File: config.mk
export PLATFORM = sky130hd
export DESIGN_NAME = software_timer_deadline_queue_flat
export DESIGN_NICKNAME = d
export VERILOG_FILES = /design/src/hw/rtl/stdq_pkg.sv /design/src/hw/rtl/stdq_if.sv /design/src/hw/rtl/stdq_ram.sv /design/src/hw/rtl/stdq_dp.sv /design/src/hw/rtl/stdq_ctrl.sv /design/src/hw/rtl/software_timer_deadline_queue.sv /design/src/flat_wrapper.sv
export SDC_FILE = /design/constraint.sdc
export NUM_CORES = 2
export LEC_CHECK = 0
export ABC_CLOCK_PERIOD_IN_PS = 43600
export BUFFER_PORTS_ARGS = -buffer_cell sky130_fd_sc_hd__buf_2
export CORE_UTILIZATION = 59
export CTS_CLUSTER_SIZE = 20
export DETAILED_ROUTE_END_ITERATION = 10
export GPL_TIMING_DRIVEN = 0
export PLACE_DENSITY_LB_ADDON = 0.25
export SYNTH_ARGS = -nofsm -noshare
export SYNTH_HDL_FRONTEND = slang
export SYNTH_HIERARCHICAL = 1
export SYNTH_SLANG_ARGS = --single-unit
File: constraint.sdc
create_clock -name clk -period 43.6 [get_ports clk]
set_input_delay 0 -clock clk [delete_from_list [all_inputs] [get_ports clk]]
set_output_delay 0 -clock clk [all_outputs]
set_load 0.02 [all_outputs]
File: src/hw/rtl/stdq_pkg.sv
// shared types and constants of the software timer deadline queue
`default_nettype none

package stdq_pkg;

  // result kinds
  localparam logic [1:0] KIND_TIMEOUT = 2'd0;
  localparam logic [1:0] KIND_SUMMARY = 2'd1;
  localparam logic [1:0] KIND_FULL    = 2'd2;

  // configuration register indexes
  localparam logic [0:0] CFG_TASK_VALUE  = 1'b0;
  localparam logic [0:0] CFG_TASK_PERIOD = 1'b1;

  // request modes
  localparam logic MODE_ADD  = 1'b0;
  localparam logic MODE_TICK = 1'b1;

  // reset values and fixed owner of a re-armed task timer
  localparam logic [31:0] TASK_VALUE_RST  = 32'h8000_0000;
  localparam logic [15:0] TASK_PERIOD_RST = 16'd2;
  localparam logic [63:0] TASK_OWNER      = 64'd1;

  // one stored timer, as held in the slot memory
  typedef struct packed {
    logic [63:0] deadline;
    logic [31:0] tag;
    logic [63:0] owner;
    logic [31:0] age;
  } slot_rec_t;

  localparam int unsigned REC_W = $bits(slot_rec_t);

  // commands from the controller to the datapath
  typedef struct packed {
    logic add;
    logic tick;
    logic scan_start;
    logic rearm;
    logic load_to;
    logic load_sum;
    logic load_full;
  } dp_cmd_t;

  // status from the datapath to the controller
  typedef struct packed {
    logic has_free;
    logic scan_done;
    logic found;
    logic best_task;
    logic out_free;
  } dp_sts_t;

endpackage

`default_nettype wire

File: src/hw/rtl/stdq_if.sv
// request and result channel interfaces of the timer queue
`default_nettype none

interface stdq_in_if;
  logic               valid;
  logic               ready;
  logic               mode;
  logic        [63:0] deadline;
  logic signed [31:0] timer_tag;
  logic        [63:0] owner_id;

  modport source (output valid, mode, deadline, timer_tag, owner_id, input ready);
  modport sink   (input valid, mode, deadline, timer_tag, owner_id, output ready);
endinterface

interface stdq_out_if;
  logic               valid;
  logic               ready;
  logic        [1:0]  kind;
  logic        [63:0] expired_deadline;
  logic signed [31:0] expired_tag;
  logic        [63:0] expired_owner;
  logic               switch_task;
  logic               last;

  modport source (output valid, kind, expired_deadline, expired_tag, expired_owner,
                  switch_task, last, input ready);
  modport sink   (input valid, kind, expired_deadline, expired_tag, expired_owner,
                  switch_task, last, output ready);
endinterface

`default_nettype wire

File: src/hw/rtl/stdq_ram.sv
// generic single write port, single read port ram with registered read
`default_nettype none

module stdq_ram #(
  parameter int unsigned WIDTH = 8,
  parameter int unsigned DEPTH = 16
) (
  input  wire logic                     clk,
  input  wire logic                     we,
  input  wire logic [$clog2(DEPTH)-1:0] waddr,
  input  wire logic [WIDTH-1:0]         wdata,
  input  wire logic [$clog2(DEPTH)-1:0] raddr,
  output logic      [WIDTH-1:0]         rdata
);

  logic [WIDTH-1:0] mem [DEPTH];
  logic [WIDTH-1:0] rdata_r;

  // write and registered read
  always_ff @(posedge clk) begin
    if (we) begin
      mem[waddr] <= wdata;
    end
    rdata_r <= mem[raddr];
  end

  assign rdata = rdata_r;

endmodule

`default_nettype wire

File: src/hw/rtl/stdq_dp.sv
// timer queue datapath: slot memory, scan and select, counters, result register
`default_nettype none

module stdq_dp #(
  parameter int unsigned SLOTS = 16
) (
  input  wire logic               clk,
  input  wire logic               rst_n,
  input  wire stdq_pkg::dp_cmd_t  cmd,
  output stdq_pkg::dp_sts_t       sts,
  // request payload
  input  wire logic [63:0]        in_deadline,
  input  wire logic [31:0]        in_tag,
  input  wire logic [63:0]        in_owner,
  // configuration
  input  wire logic               cfg_we,
  input  wire logic [0:0]         cfg_index,
  input  wire logic [31:0]        cfg_data,
  // result register
  output logic                    out_valid,
  input  wire logic               out_ready,
  output logic [1:0]              out_kind,
  output logic [63:0]             out_deadline,
  output logic [31:0]             out_tag,
  output logic [63:0]             out_owner,
  output logic                    out_switch,
  output logic                    out_last
);

  localparam int unsigned AW = $clog2(SLOTS);
  localparam logic [AW-1:0] LAST_IDX = AW'(SLOTS - 1);

  // configuration registers
  logic [31:0] ttv_r;
  logic [15:0] period_r;

  // counters and per-slot flags
  logic [63:0]      tc_r;
  logic [31:0]      serial_r;
  logic [SLOTS-1:0] used_r;
  logic [SLOTS-1:0] due_r;
  logic             sw_r;

  // scan sequencing
  logic          scan_act_r;
  logic [AW-1:0] addr_r;
  logic          cmp_vld_r;
  logic [AW-1:0] cmp_idx_r;
  logic          first_r;

  // best candidate so far
  logic                best_found_r;
  logic [AW-1:0]       best_idx_r;
  stdq_pkg::slot_rec_t best_rec_r;
  logic [31:0]         best_key_r;

  // result register
  logic        out_valid_r;
  logic [1:0]  out_kind_r;
  logic [63:0] out_dl_r;
  logic [31:0] out_tag_r;
  logic [63:0] out_own_r;
  logic        out_sw_r;
  logic        out_last_r;

  // memory ports
  logic                ram_we;
  logic [AW-1:0]       ram_waddr;
  stdq_pkg::slot_rec_t ram_wrec;
  logic [stdq_pkg::REC_W-1:0] ram_rdata;
  stdq_pkg::slot_rec_t rd_rec;

  logic [AW-1:0] free_idx;
  logic          has_free;
  logic          cand_due;
  logic [31:0]   cand_key;
  logic          cand_better;
  logic          best_task;
  logic          out_free;

  // lowest free slot
  always_comb begin
    free_idx = '0;
    has_free = 1'b0;
    for (int i = SLOTS - 1; i >= 0; i--) begin
      if (!used_r[i]) begin
        free_idx = AW'(i);
        has_free = 1'b1;
      end
    end
  end

  // slot memory write: new timer or re-armed task timer
  always_comb begin
    ram_we    = cmd.add || cmd.rearm;
    ram_waddr = cmd.add ? free_idx : best_idx_r;
    if (cmd.add) begin
      ram_wrec.deadline = in_deadline;
      ram_wrec.tag      = in_tag;
      ram_wrec.owner    = in_owner;
    end else begin
      ram_wrec.deadline = tc_r + {48'd0, period_r};
      ram_wrec.tag      = best_rec_r.tag;
      ram_wrec.owner    = stdq_pkg::TASK_OWNER;
    end
    ram_wrec.age = serial_r;
  end

  stdq_ram #(
    .WIDTH (stdq_pkg::REC_W),
    .DEPTH (SLOTS)
  ) u_slots (
    .clk   (clk),
    .we    (ram_we),
    .waddr (ram_waddr),
    .wdata (ram_wrec),
    .raddr (addr_r),
    .rdata (ram_rdata)
  );

  assign rd_rec = stdq_pkg::slot_rec_t'(ram_rdata);

  // candidate test: due, then earliest deadline, then oldest insertion
  always_comb begin
    cand_due    = first_r ? (used_r[cmp_idx_r] && (rd_rec.deadline <= tc_r))
                          : due_r[cmp_idx_r];
    cand_key    = serial_r - rd_rec.age;
    cand_better = !best_found_r
               || (rd_rec.deadline < best_rec_r.deadline)
               || ((rd_rec.deadline == best_rec_r.deadline) && (cand_key > best_key_r));
  end

  assign best_task = (best_rec_r.tag == ttv_r);
  assign out_free  = !out_valid_r || out_ready;

  // configuration registers
  always_ff @(posedge clk) begin
    if (!rst_n) begin
      ttv_r    <= stdq_pkg::TASK_VALUE_RST;
      period_r <= stdq_pkg::TASK_PERIOD_RST;
    end else if (cfg_we) begin
      case (cfg_index)
        stdq_pkg::CFG_TASK_VALUE:  ttv_r    <= cfg_data;
        stdq_pkg::CFG_TASK_PERIOD: period_r <= cfg_data[15:0];
        default: ;
      endcase
    end
  end

  // counters, flags and scan control
  always_ff @(posedge clk) begin
    if (!rst_n) begin
      tc_r         <= '0;
      serial_r     <= '0;
      used_r       <= '0;
      due_r        <= '0;
      sw_r         <= 1'b0;
      scan_act_r   <= 1'b0;
      addr_r       <= '0;
      cmp_vld_r    <= 1'b0;
      cmp_idx_r    <= '0;
      first_r      <= 1'b0;
      best_found_r <= 1'b0;
    end else begin
      if (cmd.tick) begin
        tc_r <= tc_r + 64'd1;
        sw_r <= 1'b0;
      end
      if (ram_we) begin
        serial_r <= serial_r + 32'd1;
      end
      if (cmd.add) begin
        used_r[free_idx] <= 1'b1;
      end
      if (cmd.rearm) begin
        due_r[best_idx_r] <= 1'b0;
        sw_r              <= 1'b1;
      end
      if (cmd.load_to) begin
        due_r[best_idx_r]  <= 1'b0;
        used_r[best_idx_r] <= 1'b0;
      end

      // address sweep over all slots
      cmp_vld_r <= scan_act_r;
      cmp_idx_r <= addr_r;
      if (cmd.scan_start) begin
        scan_act_r   <= 1'b1;
        addr_r       <= '0;
        first_r      <= cmd.tick;
        best_found_r <= 1'b0;
      end else if (scan_act_r) begin
        addr_r <= addr_r + AW'(1);
        if (addr_r == LAST_IDX) begin
          scan_act_r <= 1'b0;
        end
      end

      // compare stage, one slot a cycle
      if (cmp_vld_r) begin
        if (first_r) begin
          due_r[cmp_idx_r] <= cand_due;
        end
        if (cand_due && cand_better) begin
          best_found_r <= 1'b1;
        end
      end
    end
  end

  // best candidate payload
  always_ff @(posedge clk) begin
    if (cmp_vld_r && cand_due && cand_better) begin
      best_idx_r <= cmp_idx_r;
      best_rec_r <= rd_rec;
      best_key_r <= cand_key;
    end
  end

  // result register
  always_ff @(posedge clk) begin
    if (!rst_n) begin
      out_valid_r <= 1'b0;
    end else if (cmd.load_to || cmd.load_sum || cmd.load_full) begin
      out_valid_r <= 1'b1;
    end else if (out_ready) begin
      out_valid_r <= 1'b0;
    end
  end

  always_ff @(posedge clk) begin
    if (cmd.load_to) begin
      out_kind_r <= stdq_pkg::KIND_TIMEOUT;
      out_dl_r   <= best_rec_r.deadline;
      out_tag_r  <= best_rec_r.tag;
      out_own_r  <= best_rec_r.owner;
      out_sw_r   <= 1'b0;
      out_last_r <= 1'b0;
    end else if (cmd.load_sum || cmd.load_full) begin
      out_kind_r <= cmd.load_sum ? stdq_pkg::KIND_SUMMARY : stdq_pkg::KIND_FULL;
      out_dl_r   <= '0;
      out_tag_r  <= '0;
      out_own_r  <= '0;
      out_sw_r   <= cmd.load_sum ? sw_r : 1'b0;
      out_last_r <= 1'b1;
    end
  end

  assign out_valid    = out_valid_r;
  assign out_kind     = out_kind_r;
  assign out_deadline = out_dl_r;
  assign out_tag      = out_tag_r;
  assign out_owner    = out_own_r;
  assign out_switch   = out_sw_r;
  assign out_last     = out_last_r;

  // status to the controller
  always_comb begin
    sts.has_free  = has_free;
    sts.scan_done = cmp_vld_r && (cmp_idx_r == LAST_IDX);
    sts.found     = best_found_r;
    sts.best_task = best_task;
    sts.out_free  = out_free;
  end

  // checks
  a_no_overwrite: assert property (@(posedge clk) disable iff (!rst_n)
    (cmd.load_to || cmd.load_sum || cmd.load_full) |-> out_free)
    else $error("result register loaded while a result is still pending");

  a_add_to_free: assert property (@(posedge clk) disable iff (!rst_n)
    cmd.add |-> (has_free && !used_r[free_idx]))
    else $error("timer added to an occupied slot");

  a_rearm_best: assert property (@(posedge clk) disable iff (!rst_n)
    cmd.rearm |-> (best_found_r && best_task && due_r[best_idx_r]))
    else $error("re-arm without a due task timer selected");

  a_scan_no_write: assert property (@(posedge clk) disable iff (!rst_n)
    (scan_act_r || cmp_vld_r) |-> !ram_we)
    else $error("slot memory written during a scan");

  a_timeout_frees: assert property (@(posedge clk) disable iff (!rst_n)
    cmd.load_to |=> !used_r[$past(best_idx_r)])
    else $error("expired timer still holds its slot");

endmodule

`default_nettype wire

File: src/hw/rtl/stdq_ctrl.sv
// timer queue controller: request handling and tick sequencing
`default_nettype none

module stdq_ctrl (
  input  wire logic              clk,
  input  wire logic              rst_n,
  input  wire logic              in_valid,
  input  wire logic              in_mode,
  output logic                   in_ready,
  input  wire stdq_pkg::dp_sts_t sts,
  output stdq_pkg::dp_cmd_t      cmd
);

  typedef enum logic [2:0] {
    ST_IDLE,
    ST_SCAN,
    ST_DECIDE,
    ST_EMIT_TO,
    ST_EMIT_SUM,
    ST_EMIT_FULL
  } state_t;

  state_t state_r, state_nxt;
  logic   accept;

  assign in_ready = (state_r == ST_IDLE);
  assign accept   = in_valid && in_ready;

  // next state and commands
  always_comb begin
    state_nxt = state_r;
    cmd       = '0;
    case (state_r)
      ST_IDLE: begin
        if (accept) begin
          if (in_mode == stdq_pkg::MODE_TICK) begin
            cmd.tick       = 1'b1;
            cmd.scan_start = 1'b1;
            state_nxt      = ST_SCAN;
          end else if (sts.has_free) begin
            cmd.add = 1'b1;
          end else begin
            state_nxt = ST_EMIT_FULL;
          end
        end
      end
      ST_SCAN: begin
        if (sts.scan_done) begin
          state_nxt = ST_DECIDE;
        end
      end
      ST_DECIDE: begin
        if (!sts.found) begin
          state_nxt = ST_EMIT_SUM;
        end else if (sts.best_task) begin
          cmd.rearm      = 1'b1;
          cmd.scan_start = 1'b1;
          state_nxt      = ST_SCAN;
        end else begin
          state_nxt = ST_EMIT_TO;
        end
      end
      ST_EMIT_TO: begin
        if (sts.out_free) begin
          cmd.load_to    = 1'b1;
          cmd.scan_start = 1'b1;
          state_nxt      = ST_SCAN;
        end
      end
      ST_EMIT_SUM: begin
        if (sts.out_free) begin
          cmd.load_sum = 1'b1;
          state_nxt    = ST_IDLE;
        end
      end
      ST_EMIT_FULL: begin
        if (sts.out_free) begin
          cmd.load_full = 1'b1;
          state_nxt     = ST_IDLE;
        end
      end
      default: begin
        state_nxt = ST_IDLE;
      end
    endcase
  end

  // state register
  always_ff @(posedge clk) begin
    if (!rst_n) begin
      state_r <= ST_IDLE;
    end else begin
      state_r <= state_nxt;
    end
  end

endmodule

`default_nettype wire

File: src/hw/rtl/software_timer_deadline_queue.sv
// Software timer deadline queue: holds up to SLOTS pending timers (deadline, tag, owner)
// and a 64-bit tick counter. An add request is written to a free slot as it is taken;
// when no slot is free the full result is loaded into the result register once that
// register is free. A tick request runs one selection pass per expired timer plus a
// final empty pass; each pass sweeps every slot through the single read port of the
// slot memory, and a timeout result waits for the result register to be free. One
// request is handled at a time; the result register lets the next request in while
// the final result waits to be taken.
`default_nettype none

module software_timer_deadline_queue #(
  parameter int unsigned SLOTS = 16
) (
  input  wire logic        clk,
  input  wire logic        rst_n,
  stdq_in_if.sink          in_if,
  stdq_out_if.source       out_if,
  input  wire logic        cfg_we,
  input  wire logic [0:0]  cfg_index,
  input  wire logic [31:0] cfg_data
);

  stdq_pkg::dp_cmd_t cmd;
  stdq_pkg::dp_sts_t sts;
  logic [31:0]       out_tag;

  // request sequencing
  stdq_ctrl u_ctrl (
    .clk      (clk),
    .rst_n    (rst_n),
    .in_valid (in_if.valid),
    .in_mode  (in_if.mode),
    .in_ready (in_if.ready),
    .sts      (sts),
    .cmd      (cmd)
  );

  // storage, selection and result register
  stdq_dp #(
    .SLOTS (SLOTS)
  ) u_dp (
    .clk          (clk),
    .rst_n        (rst_n),
    .cmd          (cmd),
    .sts          (sts),
    .in_deadline  (in_if.deadline),
    .in_tag       (in_if.timer_tag),
    .in_owner     (in_if.owner_id),
    .cfg_we       (cfg_we),
    .cfg_index    (cfg_index),
    .cfg_data     (cfg_data),
    .out_valid    (out_if.valid),
    .out_ready    (out_if.ready),
    .out_kind     (out_if.kind),
    .out_deadline (out_if.expired_deadline),
    .out_tag      (out_tag),
    .out_owner    (out_if.expired_owner),
    .out_switch   (out_if.switch_task),
    .out_last     (out_if.last)
  );

  assign out_if.expired_tag = $signed(out_tag);

endmodule

`default_nettype wire

File: src/flat_wrapper.sv
// flat-port wrapper written by rule: the top's interface ports become plain ports
module software_timer_deadline_queue_flat 
#(
  parameter int unsigned SLOTS = 16
)
  (clk, rst_n, cfg_we, cfg_index, cfg_data, in_if_valid, in_if_mode, in_if_deadline, in_if_timer_tag, in_if_owner_id, in_if_ready, out_if_valid, out_if_kind, out_if_expired_deadline, out_if_expired_tag, out_if_expired_owner, out_if_switch_task, out_if_last, out_if_ready);
  stdq_in_if in_if_i ();
  stdq_out_if out_if_i ();
  input  wire logic clk;
  input  wire logic rst_n;
  input  wire logic cfg_we;
  input  wire logic [0:0] cfg_index;
  input  wire logic [31:0] cfg_data;
  input wire logic [$bits(in_if_i.valid)-1:0] in_if_valid;
  input wire logic [$bits(in_if_i.mode)-1:0] in_if_mode;
  input wire logic [$bits(in_if_i.deadline)-1:0] in_if_deadline;
  input wire logic [$bits(in_if_i.timer_tag)-1:0] in_if_timer_tag;
  input wire logic [$bits(in_if_i.owner_id)-1:0] in_if_owner_id;
  output wire logic [$bits(in_if_i.ready)-1:0] in_if_ready;
  output wire logic [$bits(out_if_i.valid)-1:0] out_if_valid;
  output wire logic [$bits(out_if_i.kind)-1:0] out_if_kind;
  output wire logic [$bits(out_if_i.expired_deadline)-1:0] out_if_expired_deadline;
  output wire logic [$bits(out_if_i.expired_tag)-1:0] out_if_expired_tag;
  output wire logic [$bits(out_if_i.expired_owner)-1:0] out_if_expired_owner;
  output wire logic [$bits(out_if_i.switch_task)-1:0] out_if_switch_task;
  output wire logic [$bits(out_if_i.last)-1:0] out_if_last;
  input wire logic [$bits(out_if_i.ready)-1:0] out_if_ready;
  assign in_if_i.valid = in_if_valid;
  assign in_if_i.mode = in_if_mode;
  assign in_if_i.deadline = in_if_deadline;
  assign in_if_i.timer_tag = in_if_timer_tag;
  assign in_if_i.owner_id = in_if_owner_id;
  assign in_if_ready = in_if_i.ready;
  assign out_if_valid = out_if_i.valid;
  assign out_if_kind = out_if_i.kind;
  assign out_if_expired_deadline = out_if_i.expired_deadline;
  assign out_if_expired_tag = out_if_i.expired_tag;
  assign out_if_expired_owner = out_if_i.expired_owner;
  assign out_if_switch_task = out_if_i.switch_task;
  assign out_if_last = out_if_i.last;
  assign out_if_i.ready = out_if_ready;
  software_timer_deadline_queue #(.SLOTS(SLOTS)) u_core (.clk(clk), .rst_n(rst_n), .in_if(in_if_i), .out_if(out_if_i), .cfg_we(cfg_we), .cfg_index(cfg_index), .cfg_data(cfg_data));
endmodule
Word-level counts from Yosys, hierarchy flattened
Memory sizes are Yosys's and may differ from the RTL's. A register that Yosys moved wholly into a read port is not among the register bits. Index checks and enable logic that the tools add are counted.

Bits in registers: 553. Memory bits (writable): 3072. Bits of input ports: 199. Output and inout bits: 166. Word-level logic and storage cells: 186. Memories kept: 1.

Memories: u_core.u_dp.u_slots.mem (depth 16, width 192, read ports 1, clocked after memory_dff 1, write ports 1, RTL line stdq_ram.sv:16) `logic [WIDTH-1:0] mem [DEPTH];`.

$add $sub $neg: 5. $lt $le $gt $ge: 9. Equal/unequal tests: 14. Mux-type cells: 96. Bitwise gates (word level): 7. Reductions and logical operators: 28.

Operator list (count): $mux W64 (3); $mux W160 (1); $mux W16 (9); $mux W4 (17); $add A64 B1 Y64 const B (1); $add A64 B16 Y64 (1); $eq A64 B64 Y1 (1); $le A64 B64 Y1 (1); $lt A64 B64 Y1 (1); $mux W32 (2); $and A16 B16 Y16 (3); $mux W1 (42); $add A32 B1 Y32 const B (1); $eq A32 B32 Y1 (1); $gt A32 B32 Y1 (1); $sub A32 B32 Y32 (1); $mux W3 (8); $bwmux W16 (1); $not A16 Y16 (1); $or A16 B16 Y16 (1); $lt A4 B5 Y1 const B (3); $pmux W3 S5 (1); $demux W1 S4 (3); $ge A4 B1 Y1 const B (3); 20 further kinds (52).

Longest topological paths before layout
Depth after elaboration: 25. Mapped depth: 23. Gate-level depth less buffers: 23.

Hierarchy
Netlist, hierarchy kept.

Modules (own cells, without submodules): stdq_ram (times used 1, cells each 5024, area each 118802.7 sq um, sequential area each 96092.2 sq um); stdq_dp (times used 1, cells each 2850, area each 29607.1 sq um, sequential area each 14574.0 sq um); stdq_ctrl (times used 1, cells each 44, area each 337.8 sq um, sequential area each 60.1 sq um).

Worst setup path before layout
Ideal clock, no wire load.

Kind: flip-flop to flip-flop. Start point: register u_core.u_ctrl.state_r[2]. End point: memory u_core/u_dp/u_slots/mem[0][0] (netlist name) (enable). Data arrival time: 15458 ps. Data required time: 42621 ps. Setup slack: 27163 ps. Cell stages (with the launch flop): 11. Buffers on the path: 4. Cells stage by stage: dfxtp_1 buf_6 nor3_4 nand2_1 nor2_1 clkbuf_1 clkbuf_1 buf_1 mux2i_1 or3b_2 nor3_1.

RTL lines: start, declared (RTL line stdq_ctrl.sv:23) `state_t state_r, state_nxt;`; start signal, assigned (RTL line stdq_ctrl.sv:93) `state_r <= state_nxt;`; end, declared (RTL line stdq_ram.sv:16).

Worst setup path after layout
Start point: register u_core.u_dp.serial_r[0]. End point: register u_core/u_dp/best_rec_r[60] (netlist name) (enable).

Longest elaborated chain between the ends: 5.

RTL lines: start, declared (RTL line stdq_dp.sv:39) `logic [31:0] serial_r;`; start signal, assigned (RTL line stdq_dp.sv:170) `serial_r <= serial_r + 32'd1;`; $sub A32 B32 Y32 (RTL line stdq_dp.sv:127) `cand_key = serial_r - rd_rec.age;`; named net u_core.u_dp.cand_key[28] (RTL line stdq_dp.sv:76) `logic [31:0] cand_key;`; $gt A32 B32 Y1 (RTL line stdq_dp.sv:130) `|| ((rd_rec.deadline == best_rec_r.deadline) && (cand_key > best_key_r));`; $logic_and A1 B1 Y1 (RTL line stdq_dp.sv:130); $logic_or A1 B1 Y1 (RTL line stdq_dp.sv:130); $logic_and A1 B1 Y1 (RTL line stdq_dp.sv:213) `if (cmp_vld_r && cand_due && cand_better) begin`; end signal, assigned (RTL line stdq_dp.sv:215) `best_rec_r <= rd_rec;`; end, declared (RTL line stdq_dp.sv:54) `stdq_pkg::slot_rec_t best_rec_r;`.

The timed path passes the listed nets, and every way through them passes these cells. A chain may end at the register's enable or synchronous reset.

==> impl_metrics.tcl <==
set metrics [dict create \
    ys.flop_type "edfxtp_1" \
    start_kind "flop" \
    clk_latency_ns 1.00 \
    yosys_warnings 6 \
    period_minus_slack_ns 8.80 \
    slew_viol_final 0 \
    core_area_um2 250000 \
    routed_wl_um 425000 \
    setup_viol 0 \
    cts_tree "done" \
    endpoint_kind "flop" \
    place_congestion 0.891 \
    via_count 84500 \
    hpwl_um 281000 \
    timing.fmax_mhz 114 \
    avgSynthCellArea_um2 18.8 \
    fin_cells 12900 \
    grt_first_pass_wirelength_um 602000 \
    die_area_um2 254000 \
    cts.clk_slew.worst_paths_ns 0.06 \
    vias_per_cell 6.55 \
    hp-class "input port to flop" \
    required_ns 44.25 \
    async_flop_share_pct 0 \
    nNetsFinal 9639 \
    clock-sinks 3817 \
    finalHoldViolations 0 \
    wire_per_inst_um 33.0 \
    n_fill_cell 14900 \
    placed_cells 11900 \
    p_leak_uw 0.0595 \
    path_max_fanout 22 \
    final_cell_mix "edfxtp_1, mux4_2, nand2_1" \
    cts_max_path_buffers 4 \
    overflow 0 \
    tns_ns 0 \
    cp.arrival_ns 9.45 \
    final_core_util_pct 70.2 \
    criticalPathCategory "flop to flop" \
    layout_commonest_cell "edfxtp_1" \
    tightest_slew_ns 1.44 \
    grt_pass1_vias 85100 \
    ys_types 98 \
    start_util_pct 59.6 \
    synth_area_um2 149000 \
    grt_use_total_pct 33.4 \
    io_pins 365 \
    drtIter0Drc 11400 \
    antenna_found_initial 39 \
    detail-route-antenna-nets 0 \
    drt-pass1-iter-count 6 \
    power_density_nw_per_um2 50.6 \
    synthesis.nets 8329 \
    rsz0062_at_grt "false" \
    port_buffers 364 \
    status "finished, final reports clean" \
    fp.dieW_um 504 \
    syn_inst 7918 \
    syn_to_final_growth_pct 17.8 \
    clockRootBuffer "clkbuf_16" \
    cts_made_buffers 385 \
    ys_ff_latch 3817 \
    synth-edff-count 3428 \
    rows 183 \
    drive_gt1_share_pct 23.4 \
    period_share_pct 20.2 \
    h-tree-depth 5 \
    finalClockSkew_ns 0.109 \
    chipHeight_um 504 \
    cts_setup_buffers 0 \
    ys_seq_area_share_pct 74.4 \
    drcViolationCount 0 \
    maxCapViolCount 0 \
    grt_max_degree 92 \
    ir_drop_v 0.0000627 \
    relSlewSlack_pct 4.26 \
]
-- power breakdown --
part           internal, µW  switching, µW  leakage (µW)
logic                   475            762        0.0179
registers              4200           66.6        0.0354
clock network          1980           1380       0.00623
-- stage by stage --
stage,total power [µW],worst slack [ns],hold slack (ns),cell area (µm²)
2_1_floorplan,5090,27.16,0.118,149000
3_5_place_dp,5530,34.92,0.264,160000
6_report,8860,34.80,0.0336,175000
5_1_grt,9100,34.53,0.0178,175000
4_1_cts,8870,34.85,0.00403,175000
3_3_place_gp,5530,6.37,0.255,155000
-- logic make-up (layout without fill, tap and decap cells) --
| logic type | Yosys count | after routing | synth area share, % |
|---|---|---|---|
| mux | 895 | 895 | 12.2 |
| fa+ha+maj | 212 | 212 | 1.79 |
| compound gates | 894 | 894 | 4.15 |
| xor+xnor | 207 | 207 | 1.22 |
| buf+inv | 597 | 2217 | 1.77 |
| other cells | 0 | 24 | 0 |
| simple gates | 1296 | 1296 | 4.47 |
| flops | 3817 | 3817 | 74.4 |
-- critical path, cell delays in order, from the launching register on --
cell and delay [ns]:
dfxtp_1 0.75, inv_1 0.23, ha_1 0.29, inv_1 0.08, fa_1 0.21, a21o_1 0.13
a21oi_1 0.11, o21ba_2 0.23, o41ai_1 1.11, a21oi_1 0.41, nor4_1 0.47, o22ai_1 0.16
xnor2_1 0.19, ha_1 0.34, nand4_1 0.16, nor4_1 0.61, a221oi_1 0.19, o31ai_1 0.10
o21ai_0 0.37, nand2_1 0.31, a32oi_1 0.19, a21oi_4 0.86, buf_12 0.29, buf_12 0.23
buf_12 0.22, buf_12 0.21
-- state kept, by name (all words and copies together) (netlist names), 2 cells and up --
signal / count
u_core/u_dp/u_slots/mem: 3072
u_core/u_dp/u_slots/rdata: 192
u_core/u_dp/best_rec_r: 160
u_core/u_dp/out_deadline: 64
u_core/u_dp/out_owner: 64
u_core/u_dp/tc_r: 64
u_core/u_dp/best_key_r: 32
u_core/u_dp/out_tag: 32
u_core/u_dp/serial_r: 32
u_core/u_dp/ttv_r: 32
u_core/u_dp/due_r: 16
u_core/u_dp/period_r: 16
u_core/u_dp/used_r: 16
u_core/u_dp/addr_r: 4
u_core/u_dp/best_idx_r: 4
u_core/u_dp/cmp_idx_r: 4
u_core/u_ctrl/state_r: 3
u_core/u_dp/out_kind: 2
-- metal layers --
layer | track usage, % | vias up | wire length (µm) | part of all wire, %
met5 | 0 | - | 136 | 0.032
met1 | 45.4 | 43300 | 155000 | 36
li1 | - | 34300 | - | -
met2 | 52.4 | 5876 | 201000 | 47
met4 | 15.4 | 20 | 21100 | 5.0
met3 | 7.00 | 998 | 48300 | 11
-- final timing paths --
check                                          from                                        end  slack (ns)  cells after the start
max reg2reg    u_core/u_dp/serial_r[0]$_SDFFE_PN0P_       u_core/u_dp/best_rec_r[60]$_DFFE_PP_       34.80                     25
max            u_core/u_dp/serial_r[0]$_SDFFE_PN0P_       u_core/u_dp/best_rec_r[60]$_DFFE_PP_       34.80                     25
min                              in_if_deadline[17]  u_core/u_dp/u_slots/mem[5][145]$_DFFE_PP_        0.03                      4
min reg2reg  u_core/u_dp/u_slots/rdata[121]$_DFF_P_      u_core/u_dp/best_rec_r[121]$_DFFE_PP_        0.37                      0
-- final cells by class --
| class | count | area, µm² | share of cell area, % |
|---|---|---|---|
| Tap cell | 3330 | 4170 | 2.38 |
| Inverter | 222 | 841 | 0.480 |
| Timing Repair Buffer | 923 | 9190 | 5.24 |
| Sequential cell | 3817 | 111000 | 63.2 |
| Clock buffer | 510 | 10600 | 6.06 |
| Buffer | 375 | 1820 | 1.04 |
| Antenna cell | 24 | 60.1 | 0.0343 |
| Multi-Input combinational cell | 3504 | 35500 | 20.3 |
| Clock inverter | 187 | 2200 | 1.26 |
-- cells in the mapped netlist (all sizes together), types with 56 or more instances --
cell / n / area, µm²
o21ai: 136 / 684
mux4: 726 / 16400
a21boi: 74 / 559
dfxtp: 389 / 7790
clkbuf: 192 / 762
inv: 221 / 830
nand2: 477 / 1790
mux2i: 135 / 1350
nor3: 56 / 313
xnor2: 150 / 1310
a22oi: 329 / 2470
buf: 181 / 1020
and2: 325 / 2030
edfxtp: 3428 / 103000
a21oi: 121 / 606
ha: 210 / 2630
nand4: 72 / 457
nor2: 109 / 414
nand3: 72 / 365
xor2: 57 / 499
-- repair_timing --
item	CTS	global route
setup endpoints to repair	0	0
resized for setup	0	0
hold endpoints to repair	2498	96
hold buffers	258	6
(Power assumes the default switching activity.)
